## config.mk

```make
export PLATFORM = sky130hd
export DESIGN_NAME = integer_to_ascii_radix_flat
export DESIGN_NICKNAME = d
export VERILOG_FILES = /design/src/design/ita_pkg.sv /design/src/design/ita_if.sv /design/src/design/integer_to_ascii_radix.sv /design/src/design/ita_divider.sv /design/src/design/ita_store.sv /design/src/flat_wrapper.sv
export SDC_FILE = /design/constraint.sdc
export NUM_CORES = 1
export LEC_CHECK = 0
export ABC_CLOCK_PERIOD_IN_PS = 10100
export BUFFER_PORTS_ARGS = -buffer_cell sky130_fd_sc_hd__buf_2
export CAP_MARGIN = 10
export CORE_MARGIN = 8
export CORE_UTILIZATION = 40
export CTS_CLUSTER_DIAMETER = 80
export DETAILED_ROUTE_END_ITERATION = 8
export GPL_ROUTABILITY_DRIVEN = 0
export GPL_TIMING_DRIVEN = 1
export SLEW_MARGIN = 20
export SYNTH_ARGS = -nofsm -noshare
export SYNTH_HDL_FRONTEND = slang
export SYNTH_SLANG_ARGS = --single-unit
```

## constraint.sdc

```tcl
create_clock -name clock -period 10.1 [get_ports clock]
set_input_delay 0.505 -clock clock [delete_from_list [all_inputs] [get_ports clock]]
set_output_delay 0.505 -clock clock [all_outputs]
set_load 0.01 [all_outputs]
```

## src/design/ita_pkg.sv

```systemverilog
package ita_pkg;

   // Field widths fixed by the request and result formats
   localparam int BASE_W              = 6;
   localparam int CHAR_W              = 8;
   localparam int DEFAULT_VALUE_WIDTH = 32;

   // Radix limits and the one radix that carries a sign
   localparam logic [BASE_W-1:0] RADIX_MIN     = 6'd2;
   localparam logic [BASE_W-1:0] RADIX_MAX     = 6'd36;
   localparam logic [BASE_W-1:0] RADIX_DECIMAL = 6'd10;

   // ASCII codes
   localparam logic [CHAR_W-1:0] CHAR_ZERO  = 8'h30;
   localparam logic [CHAR_W-1:0] CHAR_LOW_A = 8'h61;
   localparam logic [CHAR_W-1:0] CHAR_MINUS = 8'h2d;

   // Bring any requested radix into 2..36
   function automatic logic [BASE_W-1:0] clamp_radix(input logic [BASE_W-1:0] r);
      logic [BASE_W-1:0] res;
      res = r;
      if (r < RADIX_MIN) res = RADIX_MIN;
      if (r > RADIX_MAX) res = RADIX_MAX;
      return res;
   endfunction

   // Digit value to its ASCII character
   function automatic logic [CHAR_W-1:0] digit_char(input logic [BASE_W-1:0] d);
      logic [CHAR_W-1:0] res;
      if (d < RADIX_DECIMAL) begin
         res = CHAR_ZERO + {2'b00, d};
      end else begin
         res = CHAR_LOW_A + {2'b00, d} - {2'b00, RADIX_DECIMAL};
      end
      return res;
   endfunction

endpackage

```

## src/design/ita_if.sv

```systemverilog
interface ita_req_if import ita_pkg::*; #(
   parameter int VALUE_WIDTH = DEFAULT_VALUE_WIDTH
) ();
   logic                   valid;
   logic                   ready;
   logic [VALUE_WIDTH-1:0] value;
   logic [BASE_W-1:0]      base;
   logic                   kind;

   modport source (output valid, value, base, kind, input ready);
   modport sink   (input valid, value, base, kind, output ready);
endinterface

interface ita_rsp_if import ita_pkg::*; ();
   logic              valid;
   logic              ready;
   logic [CHAR_W-1:0] char_out;
   logic              last;

   modport source (output valid, char_out, last, input ready);
   modport sink   (input valid, char_out, last, output ready);
endinterface

```

## src/design/integer_to_ascii_radix.sv

```systemverilog
// Integer to ASCII text in a radix of 2..36.
//
// req_chan carries one request: value, base (clamped into 2..36) and kind
// (1 = signed, which only matters in base 10). rsp_chan returns the text one
// character a beat, most significant digit first, last set on the final one.
// A negative signed decimal value is sent as '-' and then its magnitude.
//
// Digits come from a bit-serial divider: each digit takes one load and VALUE_WIDTH
// shift/subtract steps; a '-' adds the S_SIGN state. Digits are stored least
// significant first and then read back in reverse, each character through a
// memory read (S_READ) and then presentation (S_SHOW).
// One request is worked at a time; req_chan.ready is high only when idle.
//
// Reset (synchronous) returns the block to idle with no character pending.
// A stalled receiver holds the current character.
module integer_to_ascii_radix import ita_pkg::*; #(
   parameter int VALUE_WIDTH = DEFAULT_VALUE_WIDTH
) (
   input  logic      clock,
   input  logic      reset,
   ita_req_if.sink   req_chan,
   ita_rsp_if.source rsp_chan
);

   localparam int DEPTH  = VALUE_WIDTH + 1;
   localparam int ADDR_W = $clog2(DEPTH);

   typedef enum logic [2:0] {
      S_IDLE,
      S_DIV,
      S_SIGN,
      S_READ,
      S_SHOW
   } state_type;

   state_type         state_ff, state_in;
   logic [BASE_W-1:0] radix_ff, radix_in;
   logic              neg_ff, neg_in;
   logic [ADDR_W-1:0] count_ff, count_in;
   logic [ADDR_W-1:0] idx_ff, idx_in;

   logic                   req_fire;
   logic [BASE_W-1:0]      req_radix;
   logic                   req_neg;
   logic [VALUE_WIDTH-1:0] req_mag;

   logic                   div_start;
   logic [VALUE_WIDTH-1:0] div_dividend;
   logic                   div_done;
   logic [VALUE_WIDTH-1:0] div_quotient;
   logic [BASE_W-1:0]      div_remainder;

   logic                   wr_en;
   logic [CHAR_W-1:0]      wr_data;
   logic                   rd_en;
   logic [CHAR_W-1:0]      rd_data;

   // Request decode: clamp the radix, take the magnitude of negative decimals
   assign req_fire  = req_chan.valid && req_chan.ready;
   assign req_radix = clamp_radix(req_chan.base);
   assign req_neg   = req_chan.kind && (req_radix == RADIX_DECIMAL)
                      && req_chan.value[VALUE_WIDTH-1];
   assign req_mag   = req_neg ? (~req_chan.value + 1'b1) : req_chan.value;

   ita_divider #(
      .VALUE_WIDTH (VALUE_WIDTH)
   ) u_divider (
      .clock     (clock),
      .reset     (reset),
      .start     (div_start),
      .dividend  (div_dividend),
      .radix     (radix_ff),
      .done      (div_done),
      .quotient  (div_quotient),
      .remainder (div_remainder)
   );

   ita_store #(
      .DEPTH  (DEPTH),
      .ADDR_W (ADDR_W)
   ) u_store (
      .clock   (clock),
      .wr_en   (wr_en),
      .wr_addr (count_ff),
      .wr_data (wr_data),
      .rd_en   (rd_en),
      .rd_addr (idx_ff),
      .rd_data (rd_data)
   );

   // Sequencer: divide out digits, append sign, then read back in reverse
   always_comb begin
      state_in     = state_ff;
      radix_in     = radix_ff;
      neg_in       = neg_ff;
      count_in     = count_ff;
      idx_in       = idx_ff;
      div_start    = 1'b0;
      div_dividend = div_quotient;
      wr_en        = 1'b0;
      wr_data      = digit_char(div_remainder);
      rd_en        = 1'b0;
      unique case (state_ff)
         S_IDLE: begin
            div_dividend = req_mag;
            if (req_fire) begin
               div_start = 1'b1;
               radix_in  = req_radix;
               neg_in    = req_neg;
               count_in  = '0;
               state_in  = S_DIV;
            end
         end
         S_DIV: begin
            if (div_done) begin
               wr_en    = 1'b1;
               count_in = count_ff + 1'b1;
               if (div_quotient != '0) begin
                  div_start = 1'b1;
               end else if (neg_ff) begin
                  state_in = S_SIGN;
               end else begin
                  idx_in   = count_ff;
                  state_in = S_READ;
               end
            end
         end
         S_SIGN: begin
            wr_en    = 1'b1;
            wr_data  = CHAR_MINUS;
            count_in = count_ff + 1'b1;
            idx_in   = count_ff;
            state_in = S_READ;
         end
         S_READ: begin
            rd_en    = 1'b1;
            state_in = S_SHOW;
         end
         S_SHOW: begin
            if (rsp_chan.ready) begin
               if (idx_ff == '0) begin
                  state_in = S_IDLE;
               end else begin
                  idx_in   = idx_ff - 1'b1;
                  state_in = S_READ;
               end
            end
         end
         default: state_in = S_IDLE;
      endcase
   end

   always_ff @(posedge clock) begin
      radix_ff <= radix_in;
      neg_ff   <= neg_in;
      count_ff <= count_in;
      idx_ff   <= idx_in;
      if (reset) begin
         state_ff <= S_IDLE;
      end else begin
         state_ff <= state_in;
      end
   end

   // Handshakes and response payload
   assign req_chan.ready    = (state_ff == S_IDLE);
   assign rsp_chan.valid    = (state_ff == S_SHOW);
   assign rsp_chan.char_out = rd_data;
   assign rsp_chan.last     = (idx_ff == '0);

endmodule

```

## src/design/ita_divider.sv

```systemverilog
// Bit-serial restoring divider: divides by a 6-bit radix, one dividend bit per cycle.
module ita_divider import ita_pkg::*; #(
   parameter int VALUE_WIDTH = DEFAULT_VALUE_WIDTH
) (
   input  logic                   clock,
   input  logic                   reset,
   input  logic                   start,
   input  logic [VALUE_WIDTH-1:0] dividend,
   input  logic [BASE_W-1:0]      radix,
   output logic                   done,
   output logic [VALUE_WIDTH-1:0] quotient,
   output logic [BASE_W-1:0]      remainder
);

   localparam int STEP_W = $clog2(VALUE_WIDTH);

   logic [VALUE_WIDTH-1:0] quo_ff, quo_in;
   logic [BASE_W-1:0]      rem_ff, rem_in;
   logic [STEP_W-1:0]      step_ff, step_in;
   logic                   busy_ff, busy_in;
   logic                   done_ff, done_in;

   logic [BASE_W:0]        trial;
   logic                   fits;

   // One restoring step: shift in the next dividend bit, subtract if it fits
   assign trial = {rem_ff, quo_ff[VALUE_WIDTH-1]};
   assign fits  = (trial >= {1'b0, radix});

   always_comb begin
      quo_in  = quo_ff;
      rem_in  = rem_ff;
      step_in = step_ff;
      busy_in = busy_ff;
      done_in = 1'b0;
      if (start) begin
         quo_in  = dividend;
         rem_in  = '0;
         step_in = STEP_W'(VALUE_WIDTH - 1);
         busy_in = 1'b1;
      end else if (busy_ff) begin
         quo_in  = {quo_ff[VALUE_WIDTH-2:0], fits};
         rem_in  = fits ? BASE_W'(trial - {1'b0, radix}) : trial[BASE_W-1:0];
         step_in = step_ff - 1'b1;
         if (step_ff == '0) begin
            busy_in = 1'b0;
            done_in = 1'b1;
         end
      end
   end

   always_ff @(posedge clock) begin
      quo_ff  <= quo_in;
      rem_ff  <= rem_in;
      step_ff <= step_in;
      if (reset) begin
         busy_ff <= 1'b0;
         done_ff <= 1'b0;
      end else begin
         busy_ff <= busy_in;
         done_ff <= done_in;
      end
   end

   assign done      = done_ff;
   assign quotient  = quo_ff;
   assign remainder = rem_ff;

endmodule

```

## src/design/ita_store.sv

```systemverilog
// Character store: one write port, one read port with registered data.
module ita_store import ita_pkg::*; #(
   parameter int DEPTH  = DEFAULT_VALUE_WIDTH + 1,
   parameter int ADDR_W = $clog2(DEFAULT_VALUE_WIDTH + 1)
) (
   input  logic              clock,
   input  logic              wr_en,
   input  logic [ADDR_W-1:0] wr_addr,
   input  logic [CHAR_W-1:0] wr_data,
   input  logic              rd_en,
   input  logic [ADDR_W-1:0] rd_addr,
   output logic [CHAR_W-1:0] rd_data
);

   logic [CHAR_W-1:0] mem [DEPTH];
   logic [CHAR_W-1:0] rd_data_ff;

   always_ff @(posedge clock) begin
      if (wr_en) begin
         mem[wr_addr] <= wr_data;
      end
   end

   always_ff @(posedge clock) begin
      if (rd_en) begin
         rd_data_ff <= mem[rd_addr];
      end
   end

   assign rd_data = rd_data_ff;

endmodule

```

## src/flat_wrapper.sv

```systemverilog
// flat-port wrapper written by rule: the top's interface ports become plain ports
module integer_to_ascii_radix_flat import ita_pkg::*;
#(
   parameter int VALUE_WIDTH = DEFAULT_VALUE_WIDTH
)
  (clock, reset, req_chan_valid, req_chan_value, req_chan_base, req_chan_kind, req_chan_ready, rsp_chan_valid, rsp_chan_char_out, rsp_chan_last, rsp_chan_ready);
  ita_req_if #(.VALUE_WIDTH(VALUE_WIDTH)) req_chan_i ();
  ita_rsp_if rsp_chan_i ();
  input  logic clock;
  input  logic reset;
  input wire logic [$bits(req_chan_i.valid)-1:0] req_chan_valid;
  input wire logic [$bits(req_chan_i.value)-1:0] req_chan_value;
  input wire logic [$bits(req_chan_i.base)-1:0] req_chan_base;
  input wire logic [$bits(req_chan_i.kind)-1:0] req_chan_kind;
  output wire logic [$bits(req_chan_i.ready)-1:0] req_chan_ready;
  output wire logic [$bits(rsp_chan_i.valid)-1:0] rsp_chan_valid;
  output wire logic [$bits(rsp_chan_i.char_out)-1:0] rsp_chan_char_out;
  output wire logic [$bits(rsp_chan_i.last)-1:0] rsp_chan_last;
  input wire logic [$bits(rsp_chan_i.ready)-1:0] rsp_chan_ready;
  assign req_chan_i.valid = req_chan_valid;
  assign req_chan_i.value = req_chan_value;
  assign req_chan_i.base = req_chan_base;
  assign req_chan_i.kind = req_chan_kind;
  assign req_chan_ready = req_chan_i.ready;
  assign rsp_chan_valid = rsp_chan_i.valid;
  assign rsp_chan_char_out = rsp_chan_i.char_out;
  assign rsp_chan_last = rsp_chan_i.last;
  assign rsp_chan_i.ready = rsp_chan_ready;
  integer_to_ascii_radix #(.VALUE_WIDTH(VALUE_WIDTH)) u_core (.clock(clock), .reset(reset), .req_chan(req_chan_i), .rsp_chan(rsp_chan_i));
endmodule
```

==> reports/summary.txt, run 1 <==
Status: completed
Detail Route Antenna Nets: 0
Critical path class: reg2reg
Startpoint type of the worst setup path: register
Top_reg_cell synth: edfxtp_1
Initial Utilization: 40.3%
GRT Util Overall: 14.2%
Peak supply drop: 141 µV
Area growth syn-to-layout: 13.2%
Achievable Freq: 351 MHz
Deepest clock path buffer count: 3
Count of different cell masters after synthesis: 56
Post-synth EDFFs: 323
Leakage power of the design: 5.39 nW
Data arrival time of the critical path: 3.02 ns
Final Skew: 0.0185 ns
Die Outline Area: 43000 µm²
Core footprint: 36300 µm²
Synthesized Nets: 1014
Number of diodes added for antenna fixing: 0
Cts bufs inserted: 37
Skew-Pair Late Insertion Delay: 0.53 ns
Uppermost routed layer: met4
Die span in y: 207 µm
Crit path max-delay cell type: buf_4
Max-cap violations: 0
Leftover overflow at the end of global routing: 0
Hold Buf Count CTS: 0
Async set-reset flop share out of synthesis: 0%
Peak fanout along the critical path: 56
Hold WC Path Type: in2reg
Fill count: 3201
Slew Limit Fails: 0
WL/cell: 20.5 µm
Drt via density: 5.41
Number of standard cells after synthesis: 953
Clock sink count: 339
Fin crit period: 2.85 ns
Cell area after technology mapping: 14600 µm²
Max-Slew Margin vs Limit: 32.7%
Nets: 1074
Number of placed I/O pins: 54
Htree depth: 2
Tcrit/Tclk final: 28.2%
Power density relative to cell area: 285 nW/µm²
Post-synthesis average cell area: 15.4 µm²
Initial antenna violation count: 0
Final hold viol count: 0
Total length of routed met2 wires: 14.4 mm
Detailed-routing iteration count for the pre-antenna-repair pass: 5
Routed WL: 30.8 mm
Placement Rows: 70
Pin count of the biggest net entering global routing: 66
Die Span X: 207 µm
Max incr delay on CP: 0.42 ns
Proportion of synthesized chip area in sequential cells: 68.4%
First-pass GRT wire length: 48.5 mm
Clock transition at the register clock pins on the worst setup and hold paths after CTS: 0.06 ns
Yosys warning total: 0
DR WL met3: 1.45 mm
Ratio of cells with drive above 1 in the final layout: 19.7%
Transition at the pin with the smallest max-transition slack: 1.01 ns
Met1 Routed Length: 14.4 mm
Flip-flop and latch count after synthesis: 339
Worst slack on hold paths: 0.217 ns
Final routed DRC violation total: 0
1st-iter DRT viols: 523
Detailed-route via count: 8148
Worst path cell trace: nor4_1 > nand4_1 > o21ai_1 > o21a_1 > buf_4 > nand2_1 > nand2_1 > buf_4
PostCTS Resize Cnt: 0
Vias in the first global route: 8525
Setup crit end kind: register
Setup repair after global routing missed its margin: false
Count of buffers inserted at the top-level ports: 53
Total half-perimeter wirelength after legalization and detailed placement: 19.4 mm
Setup Fix Bufs, Post-CTS: 0
Root buffer cell: clkbuf_16
Clock tree from TritonCTS: yes
Final setup violating endpoints: 0
Data required time at the worst endpoint: 10.27 ns
Total negative slack for setup checks: 0 ns
==> report_power, final <==
group | internal [mW] | total [mW] | switching (mW)
registers | 2.05 | 2.18 | 0.128
clock network | 0.706 | 1.24 | 0.535
logic | 0.432 | 1.31 | 0.878
==> flip-flops by register name, summed over array words and instances (netlist names), 3 cells and up <==
name,count
u_core.state_ff,3
u_core.u_store.mem,264
u_core.u_divider.remainder,6
u_core.idx_ff,6
u_core.count_ff,6
u_core.u_divider.quotient,32
u_core.u_divider.step_ff,5
u_core.radix_ff,6
u_core.u_store.rd_data,8
==> layout make-up <==
class | instances | area [µm²] | area share (%)
Tap cell | 468 | 586 | 3.53
Clock buffer | 47 | 963 | 5.81
Timing Repair Buffer | 71 | 400 | 2.42
Multi-Input combinational cell | 538 | 4370 | 26.4
Inverter | 26 | 97.6 | 0.589
Clock inverter | 16 | 134 | 0.808
Sequential cell | 339 | 10000 | 60.5
==> layer usage <==
layer	up-vias	GRT usage, %
met5	-	0
met4	0	3.60
met3	40	2.43
met2	189	23.2
met1	4104	19.5
li1	3815	-
==> Yosys cell counts (all sizes together), types with 2 or more instances <==
cell    instances  area share (%)
nor3b           5            0.26
ha             17             1.5
nor2           75             1.9
o21ai          54             1.8
or2             4            0.19
mux4           64             9.8
a22oi          32             1.6
dfxtp          16             2.2
and3            2           0.085
nand3b          3            0.15
inv            26            0.67
nand2b          8            0.34
xnor2          17             1.0
clkbuf         37            0.95
a21o            3            0.15
o31ai          10            0.61
o41ai           4            0.34
a211oi          4            0.21
a41oi           2            0.12
or4             3            0.18
or3b            4            0.24
nor3            8            0.27
nor4b           2            0.12
nor2b          11            0.47
buf            13            0.41
o21a            5            0.26
edfxtp        323              66
a31oi           5            0.21
nand2          78             2.0
nand3          12            0.41
a21oi          36             1.2
or3             4            0.21
nor4           14            0.70
xor2           28             1.7
and2            4            0.17
mux2i           5            0.34
o32ai           2            0.12
nand4           5            0.21
==> per-stage QoR <==
step	cells	power, mW	instance area [µm²]	worst slack, ns	util, %
2_1_floorplan	953	3.02	14600	6.85	-
3_3_place_gp	1442	3.50	15500	7.16	42.6
3_5_place_dp	1442	3.54	15500	7.07	42.6
4_1_cts	1505	4.78	16600	7.07	45.6
5_1_grt	1505	4.96	16600	7.05	45.6
6_report	1505	4.73	16600	7.25	45.6
==> final timing paths <==
| path | from | to | slack, ns | cells after the start |
|---|---|---|---|---|
| setup / recovery | u_core.u_divider.quotient[1]$_DFFE_PP_ | u_core.u_divider.quotient[11]$_DFFE_PP_ | 7.25 | 8 |
| hold / removal | reset | u_core.u_divider.busy_ff$_SDFF_PP0_ | 0.22 | 2 |
| setup reg to reg | u_core.u_divider.quotient[1]$_DFFE_PP_ | u_core.u_divider.quotient[11]$_DFFE_PP_ | 7.25 | 8 |
| hold reg to reg | u_core.u_divider.step_ff[1]$_SDFFE_PP1P_ | u_core.u_divider.step_ff[1]$_SDFFE_PP1P_ | 0.52 | 2 |
==> cell families after synthesis <==
group	share of synthesized area [%]
XOR/XNOR	2.69
buffers and inverters	2.03
multiplexers	10.2
adder cells (fa/ha/maj)	1.59
AO/OA/AOI/OAI	7.02
flip-flops	68.4
AND/OR/NAND/NOR	8.06
==> layout by cell type (no fill, tap or decap), types with 18 or more instances in the layout <==
cell type  synthesis  layout
a22oi_1           32      32
nand2_1           78      76
xor2_1            28      28
mux4_2            64      64
buf_4              0      18
inv_1             25      25
o21ai_1           18      19
nor2_1            75      73
clkbuf_16          0      37
o21ai_0           36      34
buf_2              9      53
edfxtp_1         323     323
a21oi_1           36      36
==> worst max-delay path, delay by kind of cell (launching register included) <==
kind	cells	cell delay, ns
buffers and inverters	2	0.79
AO/OA/AOI/OAI	2	0.49
AND/OR/NAND/NOR	4	0.79
flip-flops	1	0.40
Note: power is estimated with default switching activity, not from simulation.
==> run 2: changes to the inputs <==
Settings changed: ABC_AREA from default to 1, ABC_CLOCK_PERIOD_IN_PS 10100 to 2600.
Clock period 10.1 ns to 2.6 ns, I/O delays scaled along.
==> reports/summary.txt, run 2 <==
Flip-flop count of the largest register after layout: 264 (unchanged)
Htree depth: 2 (unchanged)
Commonest non-fill, non-tap cell in the layout: nand2_1
Total length of routed met2 wires: 18.8 mm (+30%)
Detailed-routing iteration count for the pre-antenna-repair pass: 7 (+2)
Power density relative to cell area: 1040 nW/µm² (+260%)
Data required time at the worst endpoint: 2.98 ns (-7.29 ns)
Peak supply drop: 581 µV (+310%)
Flop pwr share: 41.3% (-4.7 points)
Slew Limit Fails: 0 (unchanged)
WL/cell: 17.3 µm (-15%)
Fraction of synthesized area in multiplexers: 0% (-10 points)
Initial antenna violation count: 0 (unchanged)
Fill count: 3652 (+14%)
Register area: 10000 µm² (unchanged)
Count leader, synth: nand2_1
Max-Slew Margin vs Limit: 39.6% (+6.9 points)
Final Power: 19.0 mW (+300%)
Peak fanout along the critical path: 21 (-63%)
Share of the synthesized area in compound gates (AO/OA/AOI/OAI): 8.02% (+1.0 points)
Flip-flop and latch count after synthesis: 339 (unchanged)
Cts bufs inserted: 38 (+2.7%)
Count of different cell masters after synthesis: 38 (-32%)
Max incr delay on CP: 0.71 ns (+0.29 ns)
Ratio of cells with drive above 1 in the final layout: 11.6% (-8.1 points)
Crit path max-delay cell type: o21ai_2
Cell area after technology mapping: 15800 µm² (+7.8%)
First-pass GRT wire length: 62.9 mm (+30%)
Status: completed
Detail Route Antenna Nets: 0 (unchanged)
Data arrival time of the critical path: 2.78 ns (-0.24 ns)
Pin count of the biggest net entering global routing: 91 (+38%)
Initial Utilization: 40.7% (+0.37 points)
Kind of cell with the highest combined delay on the critical path: compound AO/OA/AOI/OAI gates
Clock tree from TritonCTS: yes
Switching power as a share of total power: 35.1% (+2.4 points)
Die Outline Area: 46100 µm² (+7.2%)
DR WL met3: 2.20 mm (+51%)
Post-synth EDFFs: 323 (unchanged)
Nets: 1772 (+65%)
Clock sink count: 339 (unchanged)
Tcrit/Tclk final: 92.5% (+64 points)
Fin crit period: 2.41 ns (-0.444 ns)
Area share of fa/ha/maj cells after synthesis: 1.47% (-0.12 points)
Startpoint type of the worst setup path: register
Proportion of synthesized chip area in sequential cells: 63.5% (-5.0 points)
Async set-reset flop share out of synthesis: 0% (unchanged)
Final routed DRC violation total: 0 (unchanged)
Most used cell along the critical path: nand2_1
Leftover overflow at the end of global routing: 0 (unchanged)
Vias in the first global route: 11600 (+36%)
Internal Dissipation: 12.3 mW (+290%)
Hold WC Path Type: in2reg
Die span in y: 215 µm (+3.5%)
Clock transition at the register clock pins on the worst setup and hold paths after CTS: 0.06 ns (about the same)
Clock share of power: 27.2% (+0.9 points)
Core footprint: 38800 µm² (+6.8%)
Number of placed I/O pins: 54 (unchanged)
Most frequent cells after synthesis: 346 x nand2_1, 323 x edfxtp_1, 313 x nor2_1, 132 x nand3_1, 92 x inv_1
Final Skew: 0.0217 ns (+0.00320 ns)
Setup Fix Bufs, Post-CTS: 0 (unchanged)
Fraction of the mapped netlist area in simple logic gates: 21.8% (+14 points)
Routed WL: 39.2 mm (+27%)
Total negative slack for setup checks: 0 ns (unchanged)
Yosys warning total: 0 (unchanged)
Uppermost routed layer: met4
Synthesized Nets: 1671 (+65%)
Max-cap violations: 0 (unchanged)
Die Span X: 215 µm (+3.5%)
Synth top area share: 61.5% (-4.8 points)
Drt via density: 5.15 (-4.9%)
Total half-perimeter wirelength after legalization and detailed placement: 25.5 mm (+32%)
Switching power of the nets: 6.65 mW (+330%)
Setup crit end kind: register
Placement Rows: 72 (+2.9%)
Leakage power of the design: 6.80 nW (+26%)
Combinational family with the most area after synthesis: simple AND/OR/NAND/NOR gates
Number of standard cells after synthesis: 1610 (+69%)
1st-iter DRT viols: 918 (+76%)
Number of diodes added for antenna fixing: 0 (unchanged)
Top_reg_cell synth: edfxtp_1
Detailed-route via count: 11600 (+43%)
Count of buffers inserted at the top-level ports: 53 (unchanged)
Critical path class: reg2reg
Achievable Freq: 416 MHz (+18%)
Skew-Pair Late Insertion Delay: 0.53 ns (about the same)
Setup repair after global routing missed its margin: false
Post-synthesis average cell area: 9.80 µm² (-36%)
Final setup violating endpoints: 0 (unchanged)
Met1 Routed Length: 17.4 mm (+21%)
Area growth syn-to-layout: 16.0%
Most area-consuming cells after synthesis: edfxtp_1 61%, nand2_1 8.2%, nor2_1 7.4%
Final hold viol count: 0 (unchanged)
Transition at the pin with the smallest max-transition slack: 0.906 ns (-0.104 ns)
Yosys top cell by area: edfxtp_1
Most used cells in the layout excluding fill and tap cells: 346 x nand2_1, 323 x edfxtp_1, 312 x nor2_1
Worst path bufs/invs: 3 (+1)
Multi-input gate area: 5080 µm² (+16%)
GRT Util Overall: 16.8% (+2.6 points)
Parity-gate share of the synthesized area counting xor and xnor cells: 0.666% (-2.0 points)
Relative contribution of combinational cells to total power: 31.5% (+3.8 points)
Deepest clock path buffer count: 3 (unchanged)
Worst path cell trace: inv_1 > ha_1 > nand2_1 > o21a_1 > clkinv_1 > nand2_1 > o21ai_2 > buf_4
Register containing the most flip-flops in the final layout: u_core.u_store.mem
Root buffer cell: clkbuf_16
==> run 2: cell count changes in the layout (fill, tap and decap cells not counted), sizes merged, moves of 12 or more <==
cell,change
nand2,+269
nor2,+240
nand3,+120
o21ai,+95
inv,+72
mux4,-64
buf,+46
a22oi,-32
o211ai,+29
xor2,-21
nand4,+12
xnor2,-12
==> run 2: power groups by stage <==
stage / combinational (mW) / sequential [mW] / clock, mW
6_report: 5.97 / 7.83 / 5.17
5_1_grt: 6.69 / 7.89 / 5.48
4_1_cts: 6.00 / 7.82 / 5.26
3_5_place_dp: 5.97 / 7.93 / 0
3_3_place_gp: 5.85 / 7.91 / 0
2_1_floorplan: 3.79 / 7.86 / 0
==> run 2: final timing paths <==
path	from	cells past startpoint	to	slack, ns
setup / recovery	u_core.u_divider.remainder[4]$_SDFFE_PP0P_	8	u_core.u_store.mem[31][2]$_DFFE_PP_	0.19
hold / removal	req_chan_base[3]	3	u_core.radix_ff[3]$_DFFE_PP_	0.01
setup reg to reg	u_core.u_divider.remainder[4]$_SDFFE_PP0P_	8	u_core.u_store.mem[31][2]$_DFFE_PP_	0.19
hold reg to reg	u_core.u_divider.step_ff[0]$_SDFFE_PP1P_	1	u_core.u_divider.step_ff[0]$_SDFFE_PP1P_	0.49
==> run 2: logic make-up (layout without fill, tap and decap cells) <==
logic type               Yosys count  after routing
AO/OA/AOI/OAI                    230            230
AND/OR/NAND/NOR                  840            840
flip-flops                       339            339
adder cells (fa/ha/maj)           18             18
XOR/XNOR                          12             12
buffers and inverters            171            300
==> run 2: repair_timing <==
| item | 4_1_cts | 5_1_grt |
|---|---|---|
| endpoints found under the hold margin | 15 | 0 |
| gates resized for setup | 0 | 0 |
| hold buffers | 11 | 0 |
==> run 2: worst register-to-register path: cells and delay by family (launching register included) <==
family	cells	cell delay (ns)
AO/OA/AOI/OAI	2	0.92
buffers and inverters	3	0.65
adder cells (fa/ha/maj)	1	0.17
AND/OR/NAND/NOR	2	0.16
flip-flops	1	0.37
==> run 2: area by class of cell <==
| type | count | share of cell area (%) |
|---|---|---|
| Sequential cell | 339 | 54.7 |
| Inverter | 104 | 2.14 |
| Timing Repair Buffer | 128 | 5.36 |
| Multi-Input combinational cell | 1100 | 27.7 |
| Tap cell | 518 | 3.54 |
| Clock buffer | 47 | 5.49 |
| Clock inverter | 21 | 1.02 |
==> run 2: metal layers <==
metal  up-vias  global-route usage [%]
met2       307                    28.5
li1       5720                       -
met4         0                    4.41
met1      5540                    22.0
met3        57                    3.05
met5         -                       0
==> run 2: per-stage QoR <==
step	hold WS (ns)	util [%]	setup WS [ns]	std cells	instance area, µm²
floorplan	0.199	-	0.0215	1610	15800
global placement	0.366	43.8	0.292	2178	17000
detailed placement	0.361	43.8	0.217	2178	17000
CTS	0.00135	47.2	0.212	2257	18300
global route	0.0297	47.2	0.0308	2257	18300
finish	0.0143	47.2	0.194	2257	18300
==> run 3: changes to the inputs <==
Settings changed: CORE_MARGIN 8 to 4.
==> reports/summary.txt, run 3 (same netlist as run 2, synthesis figures left out) <==
R2R cell count: 6 (-2)
Detail Route Antenna Nets: 0 (unchanged)
Fill count: 3608 (-1.2%)
Achievable Freq: 419 MHz (+0.70%)
Placement Rows: 72 (unchanged)
Clock sink count: 339 (unchanged)
Max-cap violations: 0 (unchanged)
Final hold viol count: 0 (unchanged)
Commonest non-fill, non-tap cell in the layout: nand2_1
Core footprint: 38800 µm² (unchanged)
Setup crit end kind: register
Worst path cell trace: nand3_1 > nor2_1 > nor2_1 > inv_2 > nand2_1 > nor2_1
Vias in the first global route: 11200 (-2.8%)
Setup repair after global routing missed its margin: false
Die span in y: 207 µm (-3.7%)
Max-Slew Margin vs Limit: 38.1% (-1.5 points)
Worst hold path endpoint: u_core.radix_ff[1]$_DFFE_PP_
Number of placed I/O pins: 54 (unchanged)
Transition at the pin with the smallest max-transition slack: 0.924 ns (+0.0188 ns)
Most used cell along the critical path: nor2_1
Peak fanout along the critical path: 10 (-52%)
Drt via density: 5.13 (-0.35%)
Number of diodes added for antenna fixing: 0 (unchanged)
Count of buffers inserted at the top-level ports: 53 (unchanged)
Final Skew: 0.0264 ns (+0.00471 ns)
Beginning of the worst hold path: req_chan_base[1]
First-pass GRT wire length: 62.3 mm (-1.1%)
Die Outline Area: 42700 µm² (-7.3%)
Deepest clock path buffer count: 3 (unchanged)
Worst setup slack for register-to-register paths: 0.21 ns (+0.02 ns)
Initial antenna violation count: 0 (unchanged)
Data required time at the worst endpoint: 2.74 ns (-0.24 ns)
Tcrit/Tclk final: 91.9% (-0.64 points)
Cts bufs inserted: 37 (-2.6%)
Initial Utilization: 40.7% (unchanged)
Kind of cell with the highest combined delay on the critical path: simple AND/OR/NAND/NOR gates
Detailed-routing iteration count for the pre-antenna-repair pass: 6 (-1)
Fin crit period: 2.39 ns (-0.0166 ns)
Area growth syn-to-layout: 14.8%
Worst Hold Path Cells: 3 (unchanged)
Pin count of the biggest net entering global routing: 96 (+5.5%)
Routed WL: 39.7 mm (+1.4%)
Data arrival time of the critical path: 2.52 ns (-0.26 ns)
Placed Cells: 2168 (-0.46%)
Status: completed
Slew Limit Fails: 0 (unchanged)
Worst path bufs/invs: 1 (-2)
Die Span X: 207 µm (-3.7%)
Leakage power of the design: 6.70 nW (-1.5%)
Flip-flop count of the largest register after layout: 264 (unchanged)
Total negative slack for setup checks: 0 ns (unchanged)
Detailed-route via count: 11500 (-1.1%)
Peak supply drop: 534 µV (-8.1%)
Hold WC Path Type: in2reg
Nets: 1757 (-0.85%)
Startpoint type of the worst setup path: register
Most used cells in the layout excluding fill and tap cells: 346 x nand2_1, 323 x edfxtp_1, 312 x nor2_1
Ratio of cells with drive above 1 in the final layout: 10.9% (-0.69 points)
Max incr delay on CP: 0.74 ns (+0.03 ns)
Power density relative to cell area: 1040 nW/µm² (+0.18%)
Final setup violating endpoints: 0 (unchanged)
RR Startpoint: u_core.state_ff[0]$_SDFFE_PP0P_
Root buffer cell: clkbuf_16
Final routed DRC violation total: 0 (unchanged)
Total half-perimeter wirelength after legalization and detailed placement: 25.4 mm (-0.36%)
Leftover overflow at the end of global routing: 0 (unchanged)
Clock transition at the register clock pins on the worst setup and hold paths after CTS: 0.06 ns (about the same)
Htree depth: 2 (unchanged)
Terminus of the critical flop-to-flop path: u_core.u_store.mem[13][0]$_DFFE_PP_
WL/cell: 17.7 µm (+2.2%)
Clock tree from TritonCTS: yes
Register containing the most flip-flops in the final layout: u_core.u_store.mem
1st-iter DRT viols: 953 (+3.8%)
Crit path max-delay cell type: nor2_1
Skew-Pair Late Insertion Delay: 0.53 ns (about the same)
Critical path class: reg2reg
Count of placed standard cells in the final layout, fillers left out: 2239 (-0.80%)
GRT Util Overall: 18.5% (+1.7 points)
## run 3: cell types whose count changed in the layout (fill, tap and decap cells not counted), moves of 2 or more
cell           previous run  this run
buf_4                    54        46
dlygate4sd3_1            11         7
buf_12                   10         8
bufinv_16                 3         1
clkbuf_1                  8        10
clkinv_1                 12        10
clkinv_4                  2         0
## run 3: worst reg2reg max path, cell delays in order, from the launching register on
cell and delay [ns]:
dfxtp_1 0.44, nand3_1 0.22, nor2_1 0.19, nor2_1 0.10, inv_2 0.14, nand2_1 0.17, nor2_1 0.74
## run 3: through the flow
stage / setup slack (ns) / cell area, µm² / utilization (%) / power, mW / hold slack [ns]
after floorplan: 0.0215 / 15800 / - / 11.7 / 0.199
after global placement: 0.307 / 16900 / 43.6 / 13.8 / 0.361
after detailed placement: 0.216 / 16900 / 43.6 / 14.0 / 0.356
after CTS: 0.200 / 18100 / 46.7 / 18.9 / 0.00159
after global routing: 0.0408 / 18100 / 46.7 / 19.9 / 0.0236
final: 0.211 / 18100 / 46.7 / 18.8 / 0.0153
## run 3: worst max path at each step
stage	startpoint	endpoint	depth (start not counted)
floorplan	u_core.u_divider.remainder[4]$_SDFFE_PP0P_	u_core.u_store.mem[0][4]$_DFFE_PP_	8
CTS	u_core.state_ff[0]$_SDFFE_PP0P_	u_core.u_store.mem[13][0]$_DFFE_PP_	6
finish	u_core.state_ff[0]$_SDFFE_PP0P_	u_core.u_store.mem[13][0]$_DFFE_PP_	6
detailed placement	u_core.state_ff[0]$_SDFFE_PP0P_	u_core.u_store.mem[13][0]$_DFFE_PP_	6
global route	u_core.state_ff[0]$_SDFFE_PP0P_	u_core.u_store.mem[13][6]$_DFFE_PP_	6
global placement	u_core.state_ff[0]$_SDFFE_PP0P_	u_core.u_store.mem[13][0]$_DFFE_PP_	6
## run 3: layout make-up
| cell class | instances | area, µm² | share of cell area [%] |
|---|---|---|---|
| Clock inverter | 13 | 85.1 | 0.470 |
| Tap cell | 518 | 648 | 3.58 |
| Timing Repair Buffer | 114 | 841 | 4.64 |
| Clock buffer | 51 | 1050 | 5.81 |
| Sequential cell | 339 | 10000 | 55.3 |
| Multi-Input combinational cell | 1100 | 5080 | 28.0 |
| Inverter | 104 | 392 | 2.16 |
## run 3: power by group
group	switching [mW]	internal (mW)
Sequential	0.360	7.49
Combinational	4.26	1.73
Clock	2.05	2.92
## run 3: repair_timing
item / 4_1_cts / 5_1_grt
hold buffers: 7 / 0
endpoints found under the setup margin: 0 / 0
buffers inserted: 0 / 0
resized for setup: 0 / 0
hold endpoints to repair: 11 / 0
## run 3: routing by layer
metal	vias up	wire, µm	track usage [%]
li1	5681	-	-
met1	5448	17600	25.3
met2	302	19100	30.9
met3	60	2030	3.03
met4	0	982	5.30
met5	-	0	0
